--- config.mk ---
export PLATFORM = sky130hd
export DESIGN_NAME = roh_out_fifo
export DESIGN_NICKNAME = d
export VERILOG_FILES = /design/src/hw/rtl/roh_pkg.sv /design/src/hw/rtl/roh_out_fifo.sv
export SDC_FILE = /design/constraint.sdc
export NUM_CORES = 1
export LEC_CHECK = 0
export ABC_AREA = 1
export BUFFER_PORTS_ARGS = -buffer_cell sky130_fd_sc_hd__buf_2
export CORE_MARGIN = 1.5
export CORE_UTILIZATION = 55
export DETAILED_ROUTE_END_ITERATION = 6
export MAX_ROUTING_LAYER = met4
export PLACE_DENSITY_LB_ADDON = 0.12
export SLEW_MARGIN = 20
export SYNTH_ARGS = -nofsm -noshare
export SYNTH_HDL_FRONTEND = slang
export SYNTH_SLANG_ARGS = --single-unit
--- constraint.sdc ---
create_clock -name clk_i -period 7.4 [get_ports clk_i]
set_clock_uncertainty 0.1 [all_clocks]
set_input_delay 0.74 -clock clk_i [delete_from_list [all_inputs] [get_ports clk_i]]
set_output_delay 0.74 -clock clk_i [all_outputs]
set_load 0.01 [all_outputs]
--- src/hw/rtl/roh_pkg.sv ---
`timescale 1ns / 1ps

package roh_pkg;

  localparam int ENERGY_W = 16;
  localparam int POS_W    = 16;
  localparam int LAYER_W  = 6;
  localparam int BIN_W    = 5;
  localparam int COUNT_W  = 16;
  localparam int RADIUS_W = 15;
  localparam int EDGE_W   = 20;
  localparam int SQ_W     = 2 * EDGE_W;
  localparam int R2_W     = 2 * POS_W;

  localparam int CFG_IDX_W  = 2;
  localparam int CFG_DATA_W = 16;

  localparam logic [CFG_IDX_W-1:0] CFG_THRESHOLD  = 2'd0;
  localparam logic [CFG_IDX_W-1:0] CFG_MIN_RADIUS = 2'd1;
  localparam logic [CFG_IDX_W-1:0] CFG_BIN_WIDTH  = 2'd2;

  localparam logic [ENERGY_W-1:0] THRESHOLD_RESET  = 16'd8;
  localparam logic [RADIUS_W-1:0] MIN_RADIUS_RESET = 15'd3600;
  localparam logic [RADIUS_W-1:0] BIN_WIDTH_RESET  = 15'd450;

  localparam logic KIND_HIT  = 1'b0;
  localparam logic KIND_READ = 1'b1;

  localparam logic [COUNT_W-1:0] COUNT_MAX = '1;

  localparam int BIN_STAGES = 4;
  localparam int OUT_DEPTH  = 8;
  localparam int OUT_PTR_W  = $clog2(OUT_DEPTH);
  localparam int OUT_CNT_W  = $clog2(OUT_DEPTH + 1);

  typedef enum logic [1:0] {
    ST_CLEAR,
    ST_LOAD,
    ST_SWEEP,
    ST_RUN
  } ctrl_state_e;

  typedef struct packed {
    logic               valid;
    logic               is_read;
    logic               active;
    logic [LAYER_W-1:0] layer;
    logic [BIN_W-1:0]   bin;
  } req_t;

  typedef struct packed {
    logic [LAYER_W-1:0] layer;
    logic [BIN_W-1:0]   bin;
    logic [COUNT_W-1:0] count;
  } result_t;

endpackage

--- src/hw/rtl/roh_out_fifo.sv ---
`timescale 1ns / 1ps

module roh_out_fifo import roh_pkg::*; (
  input  logic                 clk_i,
  input  logic                 rst_ni,
  input  logic                 push_i,
  input  result_t              data_i,
  output logic                 valid_o,
  input  logic                 ready_i,
  output result_t              data_o,
  output logic [OUT_CNT_W-1:0] count_o
);

  result_t               buf_q [OUT_DEPTH];
  logic [OUT_PTR_W-1:0]  wr_ptr_q;
  logic [OUT_PTR_W-1:0]  rd_ptr_q;
  logic [OUT_CNT_W-1:0]  cnt_q;
  logic                  pop;

  assign valid_o = (cnt_q != '0);
  assign pop     = valid_o && ready_i;
  assign data_o  = buf_q[rd_ptr_q];
  assign count_o = cnt_q;

  always_ff @(posedge clk_i) begin
    if (push_i) buf_q[wr_ptr_q] <= data_i;
  end

  always_ff @(posedge clk_i or negedge rst_ni) begin
    if (!rst_ni) begin
      wr_ptr_q <= '0;
      rd_ptr_q <= '0;
      cnt_q    <= '0;
    end else begin
      if (push_i) wr_ptr_q <= wr_ptr_q + OUT_PTR_W'(1);
      if (pop) rd_ptr_q <= rd_ptr_q + OUT_PTR_W'(1);
      if (push_i && !pop) cnt_q <= cnt_q + OUT_CNT_W'(1);
      else if (pop && !push_i) cnt_q <= cnt_q - OUT_CNT_W'(1);
    end
  end

`ifndef SYNTHESIS
  a_no_overflow: assert property (@(posedge clk_i) disable iff (!rst_ni)
    push_i |-> (cnt_q != OUT_CNT_W'(OUT_DEPTH)) || pop)
    else $error("result word pushed into a full output buffer");
  a_pop_drains: assert property (@(posedge clk_i) disable iff (!rst_ni)
    (pop && !push_i) |=> cnt_q == $past(cnt_q) - OUT_CNT_W'(1))
    else $error("output buffer count did not drop after a pop");
`endif

endmodule

; ---- Word-level counts from Yosys, hierarchy flattened
; Memory sizes are Yosys's and may differ from the RTL's.
; Index checks and enable logic that the tools add are counted.
; W data, S select, Z words.
[word_totals]
out_inout_bits = 32
regBits = 10
mem_bits_rw = 216
n_memories = 1
[mem_list]
columns = name, depth, word_bits, read_ports, rd_ports_with_merged_regs, write_ports, line_no
row1 = buf_q, 8, 27, 1, 0, 1, roh_out_fifo.sv:14  ; result_t buf_q [OUT_DEPTH];
[classes]
n_reduce_logical = 7
n_addsub = 4
muxes = 4
[op_table]
columns = op, n
row1 = $mux W4, 2
row2 = $add A3 B1 Y3 const B, 2
row3 = $add A4 B1 Y4 const B, 1
row4 = $reduce_bool A4 Y1, 1
row5 = $sub A4 B1 Y4 const B, 1
row6 = $logic_and A1 B1 Y1, 3
row7 = $logic_not A1 Y1, 2
row8 = $mux W1, 2
row9 = $reduce_bool A2 Y1, 1

; ---- Depth between registers and ports, before layout
[depth]
depth_word = 5
ltp_mapped = 12
depth_no_buf = 12

; ---- Worst setup path after synthesis
; No wires, ideal clock.
[synth_timing]
path_type = in2reg
start = input push_i
end = memory buf_q[0][0] (netlist bit) (enable)
cell_stages = 3
arrival_ns = 2.239
path_slack_ns = 4.650
setup_time_ns = 0.411
t_required_ns = 6.889
path_cell_list = inv_1 -> or2_2 -> nor2_1
[synth_between]
elab_chain_len = 2
[synth_lines]
columns = element, line_no
row1 = start: declaration, roh_out_fifo.sv:6  ; input logic push_i,
row2 = $mux W1, roh_out_fifo.sv:26  ; if (push_i) buf_q[wr_ptr_q] <= data_i;
row3 = $mux W1 (not written as such), roh_out_fifo.sv:26
row4 = end: declaration, roh_out_fifo.sv:14
; Every way passes these cells.

==> results <==
- The flow ran to the end, and the final reports show no timing, DRC or antenna violations.
- Across every metal layer, demand over resource in global routing totals 0.209.
- Measured against its own limit, the worst slew margin works out to 0.292.
- The cell area power density is 375 nW/um2.
- The share of the Yosys chip area taken by registers is 0.683.
- The synthesized netlist occupies a cell area of 9870 um2.
- The wire-length estimate of the detail-placed layout is 9190 um.
- The tool flagged a number of max-cap violations equal to 0.
- 0 antenna diodes ended up in the layout.
- The count of synthesis-stage warnings from yosys is 0.
- The routed wire length per instance is 14.1 um.
- The die covers 18800 um2.
- After detailed routing, the number of remaining DRC violations is 0.
- The x dimension of the die is 137 um.
- The setup path with the least slack is of type reg -> out.
- The hold violation count in the final report is 0.
- Synthesis produced a netlist whose cell count is 1006.
- The number of buffer and inverter instances along the worst setup path is 2.
- STA classifies the critical path startpoint as a flop.
- At the end of the flow, the number of nets in the layout was 1097.
- For this configuration, the core starts out at a cell density of 0.567.
- Across all layers, the routed design uses 6176 vias.
- The endpoint identified for the worst register-to-register timing path is buf_q[6][7]$_DFFE_PP_.
- At the pin with the least slew margin, the transition time is 1.06 ns.
- The clock period could shrink to 3.55 ns.
- The slowest stage cell on the critical path is sky130_fd_sc_hd__buf_4.
- Of the available clock period, the critical path in the final layout requires 0.480.
- Traced cell by cell, the critical path runs through buf_4, nor2_1, nor2_1, nand2_1, nand2_1, nand2_1, nand2_1, buf_2.
- Buffers inserted during clock tree synthesis total 23.
- In the final layout, the share of cells above drive strength 1 is 0.103.
- The placement row count is 48.
- Leaving out fill and tap cells, the most frequent cells in the layout are sky130_fd_sc_hd__nand2_1, sky130_fd_sc_hd__nor2_1, sky130_fd_sc_hd__edfxtp_1.
- In this run the cell area measured after placement is 10300 um2.
- The first TritonRoute pass finished after 7 iterations.
- The number of endpoints failing setup at the final stage is 0.
- Cell internal power was estimated by the tool at 0.00263 W.
- The global-route wire length before repair is 28600 um.
- Leaving out fill and tap cells, the most frequent cell in the layout is sky130_fd_sc_hd__nand2_1.
- The dominant cell type by count on the critical path is sky130_fd_sc_hd__nand2_1.
- The filler cells instantiated in the layout total 1408.
- The clock net in this run drives a total of 226 sinks.
- Entering global routing, the biggest net connects 119 pins.
- In this run the vertical extent of the chip is 137 um.
- Data arrives at the worst endpoint at 2.71 ns.
- The combined area of the multi-input logic cells is 2490 um2.
- The largest stage delay on the critical path is 0.79 ns.
- Ranked by total cell area, the synthesized netlist is headed by sky130_fd_sc_hd__edfxtp_1, sky130_fd_sc_hd__nand2_1, sky130_fd_sc_hd__nor2_1.
- In this run, synthesis produced a sequential element count of 226.
- The combinational cell fraction of total power is 0.358.
- Wires add up to 18300 um.
- In this run the post-CTS setup repair buffer count came out at 0.
- Grouping stages by cell kind, the critical path spends the most delay in buffers and inverters.
- The ratio of routed vias to standard cells is 4.75.
- The number of I/O pins is 63.
- The worst-case vdd ir drop is 399 uV.
- Data on the critical path is required at its endpoint by 6.56 ns.
- Of all cell types, the one taking the most synthesized area is sky130_fd_sc_hd__edfxtp_1.
- During placement, the flow inserted port buffers numbering 62.
- The number of cells on the worst reg-to-reg path is 2.
- Once placement completed, the tool counted placed cells totaling 1257.
- The average footprint of a synthesized cell is 9.81 um2.
- The number of pins with negative max-slew slack in the final report is 0.
- The sum of overflow across all layers after global routing is 0.
- Setup slack on the worst reg-to-reg path comes out at 5.25 ns.
- The number of hold buffers added after CTS was 0.
- The fraction of power consumed by the clock network is 0.245.
- Setup repair after global routing left no endpoint under its margin.
- Registers take 6740 um2.
- In this run the critical register-to-register path is launched from wr_ptr_q[0]$_DFFE_PN0P_.
- Once detail routing completed, the nets flagged for antenna violations numbered 0.
- The top-area cell type share of the netlist area is 0.657.
- The power share of the sequential group is 0.397.
- The design area is 11000 um2.
- The count of placed standard cells in the final layout, fillers left out is 1301.
- Of all nets on the critical path, the largest fanout is 101.
- In this run the power spent charging and discharging nets is 0.00151 W.
- The number of nets in the synthesized netlist is 1043.
- The number of gates resized after CTS was 0.
- The CTS tree is built.
- The final total negative setup slack is 0 ns.
- The tree is rooted in a sky130_fd_sc_hd__clkbuf_16.
- For this block, the initial DRC count from the detailed router was 401.
- The reported leakage power is 4.83 nW.
- The clock-pin slew of the registers on the worst-case setup and hold paths is 0.06 ns.
- The total area inside the core boundary comes to 17400 um2.
- The tightest min-delay check is of the in -> async type.
- Clock latency on the worst-skew pair, taken at its later pin, is 0.48 ns.
- Compared with the post-synthesis result, the final layout area differs by 11.6%.
- The netlist uses 19 different library cells.
- For this run, the top clock speed supported by timing is 282 MHz.
- The global placer's final weighted congestion is 0.725.
- The initial antenna violation count came to 0.
- Of the total power, the share spent switching nets is 0.365.
- The via count of the first global-routing pass is 5603.
- The worst setup path is captured at an output port.
- The count of H-tree levels built during CTS is 1.
- The maximum buffer depth of the clock tree is 3.
-- cell families (layout without fill, tap and decap cells) --
logic type	count (synthesis)	count (layout)	share of synthesized area
AOI/OAI and AO/OA	3	3	0.00152
DFF	226	226	0.683
buffers and inverters	158	228	0.0710
and+or+nand+nor	608	608	0.232
adders and majority gates	6	6	0.00837
xor gates and xnor gates	5	5	0.00444
-- metal layers --
metal  vias to the layer above  share of wire  global-route usage  routed length [um]
li1                       3228              -                   -                   -
met1                      2830           0.46               0.277                8460
met2                       101           0.49               0.349                8930
met3                        17          0.039              0.0296                 715
met4                         0          0.010              0.0386                 189
met5                         -              0                   -                   0
-- synth_stat cells --
library cell and n:
sky130_fd_sc_hd__clkbuf_1 6, sky130_fd_sc_hd__inv_2 2, sky130_fd_sc_hd__buf_6 5, sky130_fd_sc_hd__xnor2_1 3
sky130_fd_sc_hd__buf_4 15, sky130_fd_sc_hd__xor2_1 2, sky130_fd_sc_hd__buf_2 11, sky130_fd_sc_hd__nor2_1 228
sky130_fd_sc_hd__ha_1 5, sky130_fd_sc_hd__dfrtp_1 10, sky130_fd_sc_hd__inv_1 116, sky130_fd_sc_hd__or2_2 2
sky130_fd_sc_hd__o21ai_0 2, sky130_fd_sc_hd__a21oi_1 1, sky130_fd_sc_hd__edfxtp_1 216, sky130_fd_sc_hd__nand2_1 375
sky130_fd_sc_hd__buf_1 3, sky130_fd_sc_hd__fa_1 1, sky130_fd_sc_hd__nand3_1 3
-- power groups by stage --
stage                     sequential (W)  clock (W)  combinational, W
after CTS                        0.00170    0.00103           0.00142
after global routing             0.00166    0.00108           0.00170
after detailed placement         0.00173          0           0.00142
after floorplan                  0.00163          0           0.00113
final                            0.00164    0.00101           0.00148
after global placement           0.00172          0           0.00139
-- how the worst max path moves through the flow --
stage | to | start | slack, ns | cells after the start
floorplan | buf_q[0][0]$_DFFE_PP_ | push_i | 4.65 | 3
global placement | data_o[3] | rd_ptr_q[0]$_DFFE_PN0P_ | 3.84 | 8
detailed placement | data_o[3] | rd_ptr_q[0]$_DFFE_PN0P_ | 3.74 | 8
CTS | data_o[3] | rd_ptr_q[0]$_DFFE_PN0P_ | 3.21 | 8
global route | data_o[0] | rd_ptr_q[0]$_DFFE_PN0P_ | 3.63 | 8
finish | data_o[3] | rd_ptr_q[0]$_DFFE_PN0P_ | 3.85 | 8
-- final cells by class --
| class | instances | share of cell area |
|---|---|---|
| Inverter | 118 | 0.0402 |
| Clock buffer | 30 | 0.0546 |
| Multi-Input combinational cell | 622 | 0.226 |
| Timing Repair Buffer | 69 | 0.0370 |
| Tap cell | 225 | 0.0256 |
| Sequential cell | 226 | 0.612 |
| Clock inverter | 11 | 0.00432 |
-- per-stage QoR --
stage	hold WS [ns]	util	total power (W)	setup WS [ns]
after floorplan	0.344	-	0.00276	4.65
after global placement	0.416	0.591	0.00311	3.84
after detailed placement	0.438	0.591	0.00314	3.74
after CTS	0.000591	0.629	0.00415	3.21
after global routing	0.00993	0.632	0.00444	3.63
final	0.0108	0.632	0.00413	3.85
-- worst register-to-register path, delay by kind of cell (launching register included) --
family / cells / cell delay [ns]
simple gates: 2 / 1.25
flops: 1 / 0.41
-- registers in the layout, indices dropped and copies added (netlist names) --
name / flops
buf_q: 216
count_o: 4
rd_ptr_q: 3
wr_ptr_q: 3
Note: power is estimated with default switching activity, not from simulation.
