**config.mk**
```make
export PLATFORM = sky130hd
export DESIGN_NAME = roh_ctrl
export DESIGN_NICKNAME = d
export VERILOG_FILES = /design/src/hw/rtl/roh_pkg.sv /design/src/hw/rtl/roh_ctrl.sv
export SDC_FILE = /design/constraint.sdc
export NUM_CORES = 1
export LEC_CHECK = 0
export ABC_AREA = 1
export ABC_CLOCK_PERIOD_IN_PS = 6700
export BUFFER_PORTS_ARGS = -buffer_cell sky130_fd_sc_hd__buf_2
export CAP_MARGIN = 40
export CORE_AREA = 5 5 284 286
export CTS_BUF_LIST = sky130_fd_sc_hd__clkbuf_4 sky130_fd_sc_hd__clkbuf_8 sky130_fd_sc_hd__clkbuf_16
export DETAILED_ROUTE_END_ITERATION = 12
export DIE_AREA = 0 0 289 291
export GPL_ROUTABILITY_DRIVEN = 0
export PLACE_DENSITY_LB_ADDON = 0.05
export SYNTH_ARGS = -nofsm -noshare
export SYNTH_HDL_FRONTEND = slang
export SYNTH_SLANG_ARGS = --single-unit
```
**constraint.sdc**
```tcl
create_clock -name clk_i -period 6.7 [get_ports clk_i]
set_input_delay 0.67 -clock clk_i [delete_from_list [all_inputs] [get_ports clk_i]]
set_output_delay 0.67 -clock clk_i [all_outputs]
set_load 0.02 [all_outputs]
```
**src/hw/rtl/roh_pkg.sv**
```systemverilog
`timescale 1ns / 1ps

package roh_pkg;

  localparam int ENERGY_W = 16;
  localparam int POS_W    = 16;
  localparam int LAYER_W  = 6;
  localparam int BIN_W    = 5;
  localparam int COUNT_W  = 16;
  localparam int RADIUS_W = 15;
  localparam int EDGE_W   = 20;
  localparam int SQ_W     = 2 * EDGE_W;
  localparam int R2_W     = 2 * POS_W;

  localparam int CFG_IDX_W  = 2;
  localparam int CFG_DATA_W = 16;

  localparam logic [CFG_IDX_W-1:0] CFG_THRESHOLD  = 2'd0;
  localparam logic [CFG_IDX_W-1:0] CFG_MIN_RADIUS = 2'd1;
  localparam logic [CFG_IDX_W-1:0] CFG_BIN_WIDTH  = 2'd2;

  localparam logic [ENERGY_W-1:0] THRESHOLD_RESET  = 16'd8;
  localparam logic [RADIUS_W-1:0] MIN_RADIUS_RESET = 15'd3600;
  localparam logic [RADIUS_W-1:0] BIN_WIDTH_RESET  = 15'd450;

  localparam logic KIND_HIT  = 1'b0;
  localparam logic KIND_READ = 1'b1;

  localparam logic [COUNT_W-1:0] COUNT_MAX = '1;

  localparam int BIN_STAGES = 4;
  localparam int OUT_DEPTH  = 8;
  localparam int OUT_PTR_W  = $clog2(OUT_DEPTH);
  localparam int OUT_CNT_W  = $clog2(OUT_DEPTH + 1);

  typedef enum logic [1:0] {
    ST_CLEAR,
    ST_LOAD,
    ST_SWEEP,
    ST_RUN
  } ctrl_state_e;

  typedef struct packed {
    logic               valid;
    logic               is_read;
    logic               active;
    logic [LAYER_W-1:0] layer;
    logic [BIN_W-1:0]   bin;
  } req_t;

  typedef struct packed {
    logic [LAYER_W-1:0] layer;
    logic [BIN_W-1:0]   bin;
    logic [COUNT_W-1:0] count;
  } result_t;

endpackage

```
**src/hw/rtl/roh_ctrl.sv**
```systemverilog
`timescale 1ns / 1ps

module roh_ctrl import roh_pkg::*; #(
  parameter int LAYERS      = 64,
  parameter int RADIAL_BINS = 16,
  parameter int ADDR_W      = 11
) (
  input  logic                               clk_i,
  input  logic                               rst_ni,
  input  logic                               cfg_we_i,
  input  logic [CFG_IDX_W-1:0]               cfg_index_i,
  input  logic [CFG_DATA_W-1:0]              cfg_data_i,
  output logic [ENERGY_W-1:0]                threshold_o,
  output logic [RADIAL_BINS:0][SQ_W-1:0]     edge_sq_o,
  output logic                               clr_en_o,
  output logic [ADDR_W-1:0]                  clr_addr_o,
  output logic                               run_o
);

  localparam int DEPTH = LAYERS * (RADIAL_BINS + 2);
  localparam int K_W   = $clog2(RADIAL_BINS + 1);

  ctrl_state_e state_q, state_d;

  logic [ENERGY_W-1:0]            thr_q;
  logic [RADIUS_W-1:0]            min_q;
  logic [RADIUS_W-1:0]            bw_q;
  logic [ADDR_W-1:0]              clr_addr_q;
  logic [K_W-1:0]                 k_q;
  logic [EDGE_W-1:0]              edge_q;
  logic [RADIAL_BINS:0][SQ_W-1:0] sq_q;

  always_ff @(posedge clk_i or negedge rst_ni) begin
    if (!rst_ni) begin
      thr_q <= THRESHOLD_RESET;
      min_q <= MIN_RADIUS_RESET;
      bw_q  <= BIN_WIDTH_RESET;
    end else if (cfg_we_i) begin
      case (cfg_index_i)
        CFG_THRESHOLD:  thr_q <= cfg_data_i;
        CFG_MIN_RADIUS: min_q <= cfg_data_i[RADIUS_W-1:0];
        CFG_BIN_WIDTH:  bw_q  <= cfg_data_i[RADIUS_W-1:0];
        default: ;
      endcase
    end
  end

  always_ff @(posedge clk_i or negedge rst_ni) begin
    if (!rst_ni) begin
      state_q <= ST_CLEAR;
    end else begin
      state_q <= state_d;
    end
  end

  always_comb begin
    state_d = state_q;
    case (state_q)
      ST_CLEAR: begin
        if (clr_addr_q == ADDR_W'(DEPTH - 1)) state_d = ST_LOAD;
      end
      ST_LOAD: begin
        if (!cfg_we_i) state_d = ST_SWEEP;
      end
      ST_SWEEP: begin
        if (cfg_we_i) state_d = ST_LOAD;
        else if (k_q == K_W'(RADIAL_BINS)) state_d = ST_RUN;
      end
      ST_RUN: begin
        if (cfg_we_i) state_d = ST_LOAD;
      end
      default: state_d = ST_CLEAR;
    endcase
  end

  always_ff @(posedge clk_i or negedge rst_ni) begin
    if (!rst_ni) begin
      clr_addr_q <= '0;
      k_q        <= '0;
    end else begin
      if (state_q == ST_CLEAR) clr_addr_q <= clr_addr_q + ADDR_W'(1);
      if (state_q == ST_LOAD) k_q <= '0;
      else if (state_q == ST_SWEEP) k_q <= k_q + K_W'(1);
    end
  end

  // Edge k is min_radius + k * bin_width, built by repeated addition; one square per cycle.
  always_ff @(posedge clk_i) begin
    if (state_q == ST_LOAD) begin
      edge_q <= EDGE_W'(min_q);
    end else if (state_q == ST_SWEEP) begin
      sq_q[k_q] <= edge_q * edge_q;
      edge_q    <= edge_q + EDGE_W'(bw_q);
    end
  end

  assign threshold_o = thr_q;
  assign edge_sq_o   = sq_q;
  assign clr_en_o    = (state_q == ST_CLEAR);
  assign clr_addr_o  = clr_addr_q;
  assign run_o       = (state_q == ST_RUN);

`ifndef SYNTHESIS
  a_sweep_ends_in_run: assert property (@(posedge clk_i) disable iff (!rst_ni)
    (state_q == ST_SWEEP && !cfg_we_i && k_q == K_W'(RADIAL_BINS)) |=> run_o)
    else $error("edge sweep did not hand over to normal operation");
`endif

endmodule

```
; ---- Word-level counts from Yosys, hierarchy flattened
; Index checks and enable logic that the tools add are counted.
[op_classes]
addsub = 3
mul = 1
n_lt_le_gt_ge = 2
eq_ne = 11
n_mux = 13
bitwise_logic = 1
n_reduce_logical = 9
[op_table]
columns = operator, n
row1 = $bwmux 680, 1
row2 = $demux 40 s5, 1
row3 = $mul 20x20->40, 1
row4 = $mux 40, 1
row5 = $mux 15, 2
row6 = $add 20x15->20, 1
row7 = $add 11x1->11 const B, 1
row8 = $eq 11x11->1 const B, 1
row9 = $mux 2, 5
row10 = $mux 5, 2
row11 = $pmux 2 s4, 1
row12 = $reduce_and 2->1, 4
row13 = $eq 2x2->1 const B, 3
row14 = $lt 5x6->1 const B, 1
row15 = $add 5x1->5 const B, 1
row16 = $eq 5x5->1 const B, 1
row17 = $ge 5x1->1 const B, 1
row18 = $eq 2x1->1 const B, 2
row19 = $logic_not 2->1, 2
row20 = $ne 2x2->1 const B, 2
row21 = $reduce_and 4->1, 1
row22 = $ne 3x3->1 const B, 1
row23 = $ne 2x1->1 const B, 1
row24 = $reduce_bool 2->1, 1
row25 = other kinds (2), 2
[totals]
reg_bits = 764
inputBits = 21
out_inout_bits = 709
elab_cells = 65

; ---- Logic depth before layout (Yosys ltp)
[logic_depth]
depth_word = 5
mapped_depth = 30

; ---- Worst setup path after synthesis
; Ideal clock, no wire load.
[synth_timing]
kind = reg2reg
start = reg edge_q[8]
end = reg sq_q, in the netlist edge_sq_o[101] (data pin)
setup_ns = 0.294
t_arrival_ns = 6.463
required_ns = 6.406
path_slack_ns = -0.057
path_stages_with_launch = 26
n_path_buf = 2
path_cell_list = edfxtp_1 > clkbuf_1 > buf_1 > nand2_1 > fa_1 > inv_1 > fa_1 > inv_1 > fa_1 > inv_1 > fa_1 > inv_1 > fa_1 > inv_1 > fa_1 > inv_1 > fa_1 > inv_1 > ha_1 > nand2_2 > inv_1 > a21oi_1 > nand2_1 > nand2_1 > nand3_2 > xor2_1
[synth_via]
elab_chain_cells = 2
[synth_rtl]
columns = element, line_no
row1 = "start, declared", roh_ctrl.sv:30  ; logic [EDGE_W-1:0] edge_q;
row2 = "start signal, assigned", roh_ctrl.sv:90  ; edge_q <= EDGE_W'(min_q);
row3 = "start signal, assigned", roh_ctrl.sv:93  ; edge_q <= edge_q + EDGE_W'(bw_q);
row4 = $mul 20x20->40, roh_ctrl.sv:92  ; sq_q[k_q] <= edge_q * edge_q;
row5 = $bwmux 680, roh_ctrl.sv:92
row6 = "end signal, assigned by index", roh_ctrl.sv:92
row7 = "end, declared", roh_ctrl.sv:31  ; logic [RADIAL_BINS:0][SQ_W-1:0] sq_q;
; Every way passes these cells.
; A chain may end at the register's enable or synchronous reset.

; ---- Worst setup path in the final report
[layout_timing]
start = reg edge_q[9]
end = reg sq_q, in the netlist edge_sq_o[196] (data pin)
; Same word-level chain as after synthesis.

==> impl_metrics.yaml <==
run_status:
  status: "finished clean"
cells_and_area:
  antenna_cells: 0
  nNetsFinal: 4268
  area.growth.synth_to_final_pct: 24.6
  drive_gt1_frac: 0.291
worst_setup_path:
  rr_worst_depth: 27
  cp.required_ns: 7.06
  start_kind: "flop"
  timing.rr.start: "edge_q[9]"
  path_max_fanout: 17
  startpoint: "edge_q[9]"
  crit_end: "edge_sq_o[196]"
  critPathKind: "flop to flop"
  crit_arrival_ns: 6.83
  end_kind: "flop"
  timing.rr.end: "edge_sq_o[196]"
  r2r_slack_ns: 0.23
logic_synthesis:
  avgSynthCellArea_sq_um: 12.8
  yosysMostFrequentCell: "edfxtp_1"
  ys_seq_area_frac: 0.596
  async_flop_share: 0.0857
  synth_top_area_cell: "edfxtp_1"
  synth_top_area_share: 0.550
  ys_types: 37
  synth_area_leaders: "edfxtp_1 (55%), fa_1 (15%), inv_1 (6.1%)"
  synth_top_cells_by_count: "edfxtp_1 (678), inv_1 (598), nand2_1 (576)"
  synth-seq-cells: 747
  yosysWarningCount: 0
  synthCells: 2887
  synth_flop_cell: "edfxtp_1"
  netlist_area_sq_um: 37000
  synth_edf_count: 678
placed_design:
  io_buffer_count: 712
  place.detailed.hpwl_um: 87100
sta:
  skew_ns: 0.0351
  slew_headroom: 0.381
  max_freq_ghz: 0.155
  setup_viol: 0
  fin_hold_ws_ns: 0.193
  hold_viol: 0
  period_share: 0.966
  rsz0062_at_grt: "yes"
  slew_viol_final: 0
  fin_crit_ns: 6.47
  tightest_slew_ns: 0.929
clock_tree:
  cts_buffers: 76
  clk_latency_ns: 0.64
  cts_root_buf: "clkbuf_16"
  htree_levels: 3
  cts.sinks: 747
  cts_tree: "done"
  clk_pin_slew_ns: 0.06
  clockBufferDepth: 3
floorplan:
  die_area_sq_um: 84100
  coreArea_sq_um: 78100
  io_pins: 730
  die_w_um: 289
  initial_utilization: 0.474
  die_y_um: 291
  rows: 103
global_route:
  overflow: 0
  grt_pass1_vias: 25200
  track_usage: 0.274
  antenna_found_initial: 2
  grt_pass1_wl_um: 170000
  grt_max_degree: 65
detailed_routing:
  wl_per_cell_um: 23.9
  post-route-drc-count: 0
  vias_per_cell: 5.04
  via_count: 24700
  routed_wl_um: 117000
  drtIter0Drc: 1931
  ant_nets: 0
  drtPass1Iterations: 5
worst_hold_path:
  hold_class: "primary input to asynchronous set/reset pin"
run:
  max_cap_violations: 0
[cells by family (layout without fill, tap and decap cells)]
kind of cell               count (synthesis)  after routing  synth area share
AOI/OAI and AO/OA                        153            153            0.0215
xor gates and xnor gates                  51             51            0.0121
DFF                                      747            747             0.596
other                                      1             17          0.000101
buffers and inverters                    671           1611            0.0699
muxes                                      2              2          0.000608
adders and majority gates                457            457             0.211
and+or+nand+nor                          805            805            0.0888
[through the flow]
step	utilization	setup WS, ns	instance area, sq um	cells	setup TNS (ns)
after floorplan	-	0.000500	37100	2903	0
after global placement	0.549	-0.0701	42900	4723	-1.84
after detailed placement	0.551	-0.215	43100	4732	-6.76
after CTS	0.583	0.00229	45600	4866	0
after global routing	0.591	-0.135	46100	4893	-9.41
final	0.591	0.228	46100	4893	0
[how the worst min path moves through the flow]
stage	start	to	slack, ns	cells after the start
after floorplan	rst_ni	bw_q[0]	0.37	0
after global placement	threshold_o[2]	threshold_o[2]	0.47	2
after detailed placement	threshold_o[4]	threshold_o[4]	0.48	2
after CTS	rst_ni	threshold_o[1]	0.20	2
after global routing	rst_ni	threshold_o[1]	0.26	2
final	rst_ni	threshold_o[1]	0.19	2
[cell type report]
class | count | area (sq um)
Clock buffer | 97 | 2080
Sequential cell | 747 | 22100
Fill cell | 6410 | 32000
Tap cell | 1050 | 1310
Multi-Input combinational cell | 1485 | 13000
Timing Repair Buffer | 881 | 5090
Inverter | 599 | 2250
Clock inverter | 34 | 360
[worst max-delay path, stage by stage, from the launching register on]
cell and delay [ns]:
edfxtp_1 0.47, buf_4 0.20, buf_6 0.12, nand2_1 0.10
inv_1 0.07, fa_1 0.48, inv_1 0.05, fa_1 0.46
fa_1 0.52, inv_1 0.07, fa_1 0.56, fa_1 0.44
fa_1 0.49, inv_1 0.05, fa_1 0.53, inv_1 0.06
ha_4 0.28, nand2_1 0.07, nor2_1 0.12, inv_2 0.07
nor3_1 0.18, nand2_1 0.10, nand2_2 0.13, buf_4 0.16
nand2_2 0.06, nand3_1 0.08, nand2_1 0.09, buf_12 0.16
[layer usage]
metal / global-route usage / vias to the layer above / routed length [um]
met1: 0.353 / 12500 / 45700
met5: 0 / - / 0
met4: 0.106 / 0 / 5270
met3: 0.0496 / 185 / 7990
li1: - / 11000 / -
met2: 0.464 / 944 / 57900
[sequential cells by signal (all words and copies together), names as in the netlist]
signal       flops
edge_sq_o      663
min_q           15
state_q          2
k_q              5
clr_addr_o      11
edge_q          20
threshold_o     16
bw_q            15
[layout by cell type (no fill, tap or decap), drive strengths merged, types with 5 or more instances in the layout]
cell type and count:
buf 881, edfxtp 678, inv 602, nand2 590
fa 279, ha 178, nor2 115, clkbuf 97
o21ai 81, nand3 62, a21oi 60, dfrtp 55
xor2 34, clkinv 27, nor3 18, conb 17
xnor2 17, dfstp 9, or2 7, o21bai 6
nand3b 6, dfxtp 5
[repair_timing]
action	CTS	global route
hold buffers	0	0
gates resized for setup	5	64
pin swaps	0	15
setup buffers	3	27
setup endpoints to repair	49	409
Power is left out: the tool's default activity adds up to more than one toggle a clock period on the data nets, which glitch-free logic cannot reach.
