$ cat config.mk
export PLATFORM = sky130hd
export DESIGN_NAME = roh_bin_pipe
export DESIGN_NICKNAME = d
export VERILOG_FILES = /design/src/hw/rtl/roh_pkg.sv /design/src/hw/rtl/roh_bin_pipe.sv
export SDC_FILE = /design/constraint.sdc
export NUM_CORES = 2
export LEC_CHECK = 0
export ABC_AREA = 1
export BUFFER_PORTS_ARGS = -buffer_cell sky130_fd_sc_hd__buf_2
export CAP_MARGIN = 20
export CORE_UTILIZATION = 35
export DETAILED_ROUTE_END_ITERATION = 12
export PLACE_DENSITY = 0.55
export RECOVER_POWER = 50
export SKIP_LAST_GASP = 1
export SLEW_MARGIN = 30
export SYNTH_ARGS = -nofsm -noshare
export SYNTH_HDL_FRONTEND = slang
export SYNTH_SLANG_ARGS = --single-unit
$ cat constraint.sdc
create_clock -name clk_i -period 5.5 [get_ports clk_i]
set_input_delay 1.375 -clock clk_i [delete_from_list [all_inputs] [get_ports clk_i]]
set_output_delay 1.375 -clock clk_i [all_outputs]
set_load 0.005 [all_outputs]
$ cat src/hw/rtl/roh_pkg.sv
`timescale 1ns / 1ps

package roh_pkg;

  localparam int ENERGY_W = 16;
  localparam int POS_W    = 16;
  localparam int LAYER_W  = 6;
  localparam int BIN_W    = 5;
  localparam int COUNT_W  = 16;
  localparam int RADIUS_W = 15;
  localparam int EDGE_W   = 20;
  localparam int SQ_W     = 2 * EDGE_W;
  localparam int R2_W     = 2 * POS_W;

  localparam int CFG_IDX_W  = 2;
  localparam int CFG_DATA_W = 16;

  localparam logic [CFG_IDX_W-1:0] CFG_THRESHOLD  = 2'd0;
  localparam logic [CFG_IDX_W-1:0] CFG_MIN_RADIUS = 2'd1;
  localparam logic [CFG_IDX_W-1:0] CFG_BIN_WIDTH  = 2'd2;

  localparam logic [ENERGY_W-1:0] THRESHOLD_RESET  = 16'd8;
  localparam logic [RADIUS_W-1:0] MIN_RADIUS_RESET = 15'd3600;
  localparam logic [RADIUS_W-1:0] BIN_WIDTH_RESET  = 15'd450;

  localparam logic KIND_HIT  = 1'b0;
  localparam logic KIND_READ = 1'b1;

  localparam logic [COUNT_W-1:0] COUNT_MAX = '1;

  localparam int BIN_STAGES = 4;
  localparam int OUT_DEPTH  = 8;
  localparam int OUT_PTR_W  = $clog2(OUT_DEPTH);
  localparam int OUT_CNT_W  = $clog2(OUT_DEPTH + 1);

  typedef enum logic [1:0] {
    ST_CLEAR,
    ST_LOAD,
    ST_SWEEP,
    ST_RUN
  } ctrl_state_e;

  typedef struct packed {
    logic               valid;
    logic               is_read;
    logic               active;
    logic [LAYER_W-1:0] layer;
    logic [BIN_W-1:0]   bin;
  } req_t;

  typedef struct packed {
    logic [LAYER_W-1:0] layer;
    logic [BIN_W-1:0]   bin;
    logic [COUNT_W-1:0] count;
  } result_t;

endpackage

$ cat src/hw/rtl/roh_bin_pipe.sv
`timescale 1ns / 1ps

module roh_bin_pipe import roh_pkg::*; #(
  parameter int LAYERS      = 64,
  parameter int RADIAL_BINS = 16,
  parameter int ADDR_W      = 11
) (
  input  logic                           clk_i,
  input  logic                           rst_ni,
  input  logic                           accept_i,
  input  logic                           kind_i,
  input  logic [ENERGY_W-1:0]            energy_i,
  input  logic signed [POS_W-1:0]        x_pos_i,
  input  logic signed [POS_W-1:0]        y_pos_i,
  input  logic [LAYER_W-1:0]             layer_index_i,
  input  logic [BIN_W-1:0]               read_bin_i,
  input  logic [ENERGY_W-1:0]            threshold_i,
  input  logic [RADIAL_BINS:0][SQ_W-1:0] edge_sq_i,
  output req_t                           req_o,
  output logic [ADDR_W-1:0]              addr_o,
  output logic [BIN_STAGES-1:0]          read_flags_o
);

  localparam int BINS_PER_LAYER = RADIAL_BINS + 2;

  logic                       s1_valid_q;
  logic                       s1_kind_q;
  logic [ENERGY_W-1:0]        s1_energy_q;
  logic signed [POS_W-1:0]    s1_x_q;
  logic signed [POS_W-1:0]    s1_y_q;
  logic [LAYER_W-1:0]         s1_layer_q;
  logic [BIN_W-1:0]           s1_bin_q;

  logic                       s2_valid_q;
  logic                       s2_read_q;
  logic                       s2_active_q;
  logic                       s2_active_d;
  logic [LAYER_W-1:0]         s2_layer_q;
  logic [BIN_W-1:0]           s2_bin_q;
  logic [R2_W-2:0]            s2_xx_q;
  logic [R2_W-2:0]            s2_yy_q;
  logic signed [R2_W-1:0]     xx_full;
  logic signed [R2_W-1:0]     yy_full;
  logic                       layer_ok;

  logic                       s3_valid_q;
  logic                       s3_read_q;
  logic                       s3_active_q;
  logic [LAYER_W-1:0]         s3_layer_q;
  logic [BIN_W-1:0]           s3_bin_q;
  logic [RADIAL_BINS:0]       s3_ge_q;
  logic [RADIAL_BINS:0]       ge_d;
  logic [R2_W-1:0]            r2;

  req_t                       s4_req_q;
  req_t                       s4_req_d;
  logic [ADDR_W-1:0]          s4_addr_q;
  logic [ADDR_W-1:0]          s4_addr_d;
  logic [BIN_W-1:0]           ones;
  logic [BIN_W-1:0]           hit_bin;

  always_ff @(posedge clk_i or negedge rst_ni) begin
    if (!rst_ni) begin
      s1_valid_q <= 1'b0;
      s2_valid_q <= 1'b0;
      s3_valid_q <= 1'b0;
    end else begin
      s1_valid_q <= accept_i;
      s2_valid_q <= s1_valid_q;
      s3_valid_q <= s2_valid_q;
    end
  end

  always_ff @(posedge clk_i) begin
    if (accept_i) begin
      s1_kind_q   <= kind_i;
      s1_energy_q <= energy_i;
      s1_x_q      <= x_pos_i;
      s1_y_q      <= y_pos_i;
      s1_layer_q  <= layer_index_i;
      s1_bin_q    <= read_bin_i;
    end
  end

  assign xx_full  = s1_x_q * s1_x_q;
  assign yy_full  = s1_y_q * s1_y_q;
  assign layer_ok = int'(s1_layer_q) < LAYERS;

  always_comb begin
    if (s1_kind_q == KIND_READ) begin
      s2_active_d = layer_ok && (int'(s1_bin_q) <= RADIAL_BINS + 1);
    end else begin
      s2_active_d = layer_ok && (s1_energy_q > threshold_i);
    end
  end

  always_ff @(posedge clk_i) begin
    s2_read_q   <= (s1_kind_q == KIND_READ);
    s2_active_q <= s2_active_d;
    s2_layer_q  <= s1_layer_q;
    s2_bin_q    <= s1_bin_q;
    s2_xx_q     <= xx_full[R2_W-2:0];
    s2_yy_q     <= yy_full[R2_W-2:0];
  end

  assign r2 = {1'b0, s2_xx_q} + {1'b0, s2_yy_q};

  always_comb begin
    for (int k = 0; k <= RADIAL_BINS; k++) begin
      ge_d[k] = {{(SQ_W - R2_W){1'b0}}, r2} >= edge_sq_i[k];
    end
  end

  always_ff @(posedge clk_i) begin
    s3_read_q   <= s2_read_q;
    s3_active_q <= s2_active_q;
    s3_layer_q  <= s2_layer_q;
    s3_bin_q    <= s2_bin_q;
    s3_ge_q     <= ge_d;
  end

  // The edges never decrease, so the edges passed form a prefix and their count is the bin.
  assign ones = BIN_W'($countones(s3_ge_q[RADIAL_BINS:1]));

  always_comb begin
    if (!s3_ge_q[0]) begin
      hit_bin = '0;
    end else if (ones == BIN_W'(RADIAL_BINS)) begin
      hit_bin = BIN_W'(RADIAL_BINS + 1);
    end else begin
      hit_bin = ones + BIN_W'(1);
    end
  end

  always_comb begin
    s4_req_d.valid   = s3_valid_q;
    s4_req_d.is_read = s3_read_q;
    s4_req_d.active  = s3_active_q;
    s4_req_d.layer   = s3_layer_q;
    s4_req_d.bin     = s3_read_q ? s3_bin_q : hit_bin;
    s4_addr_d = ADDR_W'(int'(s3_layer_q) * BINS_PER_LAYER + int'(s4_req_d.bin));
  end

  always_ff @(posedge clk_i or negedge rst_ni) begin
    if (!rst_ni) begin
      s4_req_q  <= '0;
      s4_addr_q <= '0;
    end else begin
      s4_req_q  <= s4_req_d;
      s4_addr_q <= s4_addr_d;
    end
  end

  assign req_o  = s4_req_q;
  assign addr_o = s4_addr_q;
  assign read_flags_o = {s4_req_q.valid & s4_req_q.is_read,
                         s3_valid_q & s3_read_q,
                         s2_valid_q & s2_read_q,
                         s1_valid_q & (s1_kind_q == KIND_READ)};

endmodule

Word level (Yosys, flattened, before mapping)
Cells that the tools add are included.
- bits in registers: 193
- latch bits: 0
- bits in writable memories: 0
- memory bits (read-only): 0
- bits of input ports: 759
- output and inout port bits: 29
- word-level logic and storage cells: 75
- memories kept: 0
- add/subtract/negate cells: 18
- $mul: 3
- divide/modulo/power cells: 0
- order comparisons: 19
- equality and inequality tests: 1
- shift-type cells: 0
- multiplexer cells: 4
- bitwise gates (word level): 4
- reductions and logical operators: 0
- operators by type and width (operator ; count):
    >= comparator 32 x 40 -> 1 bit ; 17
    multiplier 16 x 16 -> 31 bit ; 2
    adder 31 x 31 -> 32 bit ; 1
    adder 1 x 1 -> 2 bit ; 8
    greater-than comparator 16 bit ; 1
    2-to-1 mux 5 bit ; 3
    adder 2 x 2 -> 3 bit ; 4
    adder 11 x 5 -> 11 bit ; 1
    multiplier 6 x 4 -> 10 bit, second input constant ; 1
    adder 3 x 3 -> 4 bit ; 2
    adder 4 x 4 -> 5 bit ; 1
    adder 5 x 1 -> 5 bit, second input constant ; 1
    equality test 5 bit, second input constant ; 1
    less-or-equal comparator 5 bit, second input constant ; 1
    AND 1 bit ; 4
    2-to-1 mux 1 bit ; 1

Logic depth before layout (Yosys ltp)
- depth after elaboration: 9
- gate-level depth with buffers: 27
- mapped depth without buffers: 26

Worst setup path before layout
Ideal clock, no wire load.
- kind: register -> register
- start point: register s1_y_q[15]
- end point: register s2_yy_q[29]
- library setup time: 0.072 ns
- arrival: 5.848 ns
- slack: -0.420 ns
- stages on the path, launching flop included: 24
- path buffers: 2
- period minus slack after synthesis: 5.920 ns
- cell sequence: edfxtp_1 clkbuf_1 buf_1 nand2_1 inv_1 fa_1 inv_1 fa_1 inv_1 fa_1 inv_1 fa_1 inv_1 fa_1 inv_1 fa_1 inv_1 ha_1 inv_1 nor3_1 nand2_1 o221a_2 o21ai_1 xor2_1
- cells in the longest elaborated chain, start to end: 1
- ends and longest elaborated chain (item ; line ; source):
    start: declaration ; roh_bin_pipe.sv:30 ; logic signed [POS_W-1:0] s1_y_q;
    start signal: assignment ; roh_bin_pipe.sv:79 ; s1_y_q <= y_pos_i;
    multiplier 16 x 16 -> 31 bit ; roh_bin_pipe.sv:86 ; assign yy_full = s1_y_q * s1_y_q;
    net yy_full[29] ; roh_bin_pipe.sv:43 ; logic signed [R2_W-1:0] yy_full;
    end signal: assignment ; roh_bin_pipe.sv:103 ; s2_yy_q <= yy_full[R2_W-2:0];
    end: declaration ; roh_bin_pipe.sv:41 ; logic [R2_W-2:0] s2_yy_q;
The timed path passes the listed nets, and every way through them passes these cells.
A chain may end at the register's enable or synchronous reset.

Final worst setup path
Ends and elaborated chain as after synthesis.

==> impl_results.md <==
- Row cnt: 123
- Port bufs: 787
- Run status: complete, but fails checks
- DRT antenna net count: 0
- Minimum clock period: 5.583 ns
- Post-synth cell types: 63
- GPL Wtd Cong: slightly above 0.9
- RSZ-0062 raised after global routing: true
- Main combinational cell family by area after synthesis: adder cells
- Startpoint types: flip-flop
- Antenna violations before repair: 35
- Area contributors post-synth: ha_1, fa_1, inv_1
- Die Ht: approximately 340 µm
- Hold WS: 0.3299 ns
- Post-Syn Area: 0.03978 mm²
- Adder-cell area share of the yosys netlist: between 40% and 50%
- Origin of the worst min-delay path: s2_bin_q[1]
- Critical Path Start: s1_y_q[15]
- Yosys top cell area share: between 20 and 25%
- Clock Pin Slew Worst Setup and Hold Paths: 0.08 ns
- Clock Skews: 0.02062 ns
- Rel. slew slack: -32.96%
- Vias after detailed routing: between 30000 and 40000
- Io pins: 788
- YS warnings: 0
- WP data required: 5.92 ns
- Main synth FF type: dfxtp_1
- Post-layout net count: 8180
- CORE AREA: 0.1127 mm²
- Post-synthesis area per instance: 7.972 µm²
- Count leader, synth: inv_1
- Initial DRC count: ~1800
- Crit-path max FO: 6
- CP Class: reg2reg
- Endpoints failing setup: 7
- Worst-Margin Slew: 1.994 ns
- DRC errors left: 0
- Max cap viols: 2
- CP Data Arrival Time: around 6 ns
- Worst setup EP type: flip-flop
- Post-synthesis mux area share: 0%
- Grt ovf: 0
- Final Hold Fails: 0
- Drt first pass iters: 5
- Cell accounting for the most synthesized area: ha_1
- Max Fclk: 179.1 MHz
- Number of flops mapped to enable cells by yosys: 60
- Area grow syn2layout: 29.94%
- Commonest cells in the netlist: inv_1, ha_1, nand2_1
- Vias in the first global route: 36750
- Synth Instances: 4990
- Post-detail-place hpwl: 125.1 mm
- Synth Area in Simple Gates: 12.72%
- H-tree Lvls: 4
- Post-synthesis sequential area ratio: 11.41%
- Compound-Gate Fraction of Synth Area: 9.253%
- Pin count of the biggest net entering global routing: 38
- Share of layout cells above drive strength 1: 26.58%
- Clk Latency, worst-skew pair: about 0.51 ns
- FF+latch count, synth: 190
- TritonCTS clock tree: yes
- Setup ws final: -0.08341 ns
- Async set-reset flop share out of synthesis: 14.21%
- Die W: ~340 µm
- First-pass GRT wire length: approximately 210 mm
- Cts bufs inserted: 17
- Area of the die: 0.1150 mm²
- Vias/cell: 4.662
- Min-Delay Path Class: reg2reg
- Reg2reg start: s1_y_q[15]
- Final period utilization: 101.5%
- Syn Nets: 7001
- Final WL: 144.2 mm
- Clock sinks: 190
- Fin util: 45.89%
- Wirelength per Cell: 18.73 µm
- Slew Viols, Final: 54
- Failing checks: max-capacitance violations, max-slew violations, negative setup slack
- Starting density of the core: approximately a third
- GRT Overall Usage: between 20% and 30%
- Max Root-Sink Buffers: 2
- CTS root buf: clkbuf_16
- XOR/XNOR Fraction of Synth Area: under 10%
-- logic make-up (layout without fill, tap and decap cells) --
group / Yosys count / count (layout)
adder cells (fa/ha/maj): 1252 / 1252
flip-flops: 190 / 190
AND/OR/NAND/NOR: 1190 / 1190
AO/OA/AOI/OAI: 591 / 591
XOR/XNOR: 128 / 128
other: 0 / 19
buffers and inverters: 1639 / 2831
-- per-stage QoR --
stage,TNS [ns],setup slack (ns),area [µm²],cells
CTS,-0.1946,-0.05699,50360,7636
floorplan,0,0.004068,39970,4990
detailed placement,-1.748,-0.1610,48840,7577
finish,-0.2558,-0.08341,51690,7701
global placement,-1.060,-0.1359,48840,7577
global route,-3.890,-0.2702,51680,7698
-- worst max-delay path, stage by stage (launching register included) --
cell and delay, ns:
edfxtp_1 0.44, buf_12 0.17, buf_8 0.13, nand2_2 0.05, inv_2 0.03, fa_1 0.57
inv_2 0.05, fa_2 0.65, buf_12 0.13, inv_8 0.04, fa_1 0.52, inv_1 0.05
fa_1 0.49, inv_2 0.04, fa_1 0.52, inv_1 0.05, fa_1 0.49, inv_2 0.05
ha_4 0.28, inv_4 0.04, nor3_4 0.17, buf_4 0.15, a21oi_2 0.05, o221a_2 0.14
o21ai_2 0.07, xor2_1 0.15
-- flip-flops by register name, summed over array words and instances, names as in the netlist, 5 cells and up --
register,flops
s2_xx_q,30
s2_yy_q,30
s3_ge_q,17
s1_energy_q,16
s1_x_q,16
s1_y_q,16
req_o,13
addr_o,11
s1_layer_q,6
s2_layer_q,6
s3_layer_q,6
s1_bin_q,5
s2_bin_q,5
s3_bin_q,5
-- worst paths after layout --
check,slack (ns),to,cells past startpoint
setup / recovery,-0.08,s2_yy_q[29],25
hold / removal,0.33,s3_bin_q[1],0
setup reg to reg,-0.08,s2_yy_q[29],25
hold reg to reg,0.33,s3_bin_q[1],0
max in group asynchronous,3.32,addr_o[10],1
min in group asynchronous,1.27,req_o[10],1
-- per-layer routing --
layer,up-vias,part of all wire (%),track usage (%),routed length [µm]
met5,-,0.060,0,86
met4,12,3.4,8.135,4915
met3,154,3.7,2.139,5357
met2,844,50,44.80,72430
met1,17090,43,31.26,61430
li1,17810,-,-,-
-- area by class of cell --
| type | instances | area [µm²] |
|---|---|---|
| clock inverters | 14 | 187.7 |
| inverters | 1571 | 5926 |
| repair buffers | 1228 | 7685 |
| clock buffers | 18 | 429.2 |
| multi-input cells | 3161 | 31000 |
| fillers | 11410 | 60960 |
| flip-flops and latches | 190 | 4539 |
| well taps | 1500 | 1877 |
| diodes | 19 | 47.55 |
-- what timing repair did --
item	4_1_cts	5_1_grt
setup endpoints to repair	24	40
setup buffers	26	44
gates resized for setup	136	265
cloned	1	3
pin swaps	109	192
hold buffers	0	0
-- cell usage in the layout (no fill, tap or decap), types with 36 or more instances in the layout --
master | synthesis | layout
inv_1 | 1567 | 1517
buf_2 | 1 | 768
ha_1 | 780 | 735
nand2_1 | 744 | 680
fa_1 | 472 | 450
buf_4 | 1 | 380
a21oi_1 | 315 | 279
nor2_1 | 155 | 126
dfxtp_1 | 103 | 103
nand4_1 | 80 | 80
nand2_2 | 17 | 61
edfxtp_1 | 60 | 60
nand3_1 | 66 | 59
xor2_1 | 82 | 57
o21ai_0 | 69 | 51
nor3_1 | 58 | 51
inv_2 | 1 | 44
ha_4 | 0 | 43
nor4_1 | 44 | 41
a21oi_2 | 10 | 38
xnor2_1 | 44 | 36
Power is not shown: default switching activity piles up to over one toggle a cycle in this logic, so the estimate is an artifact.
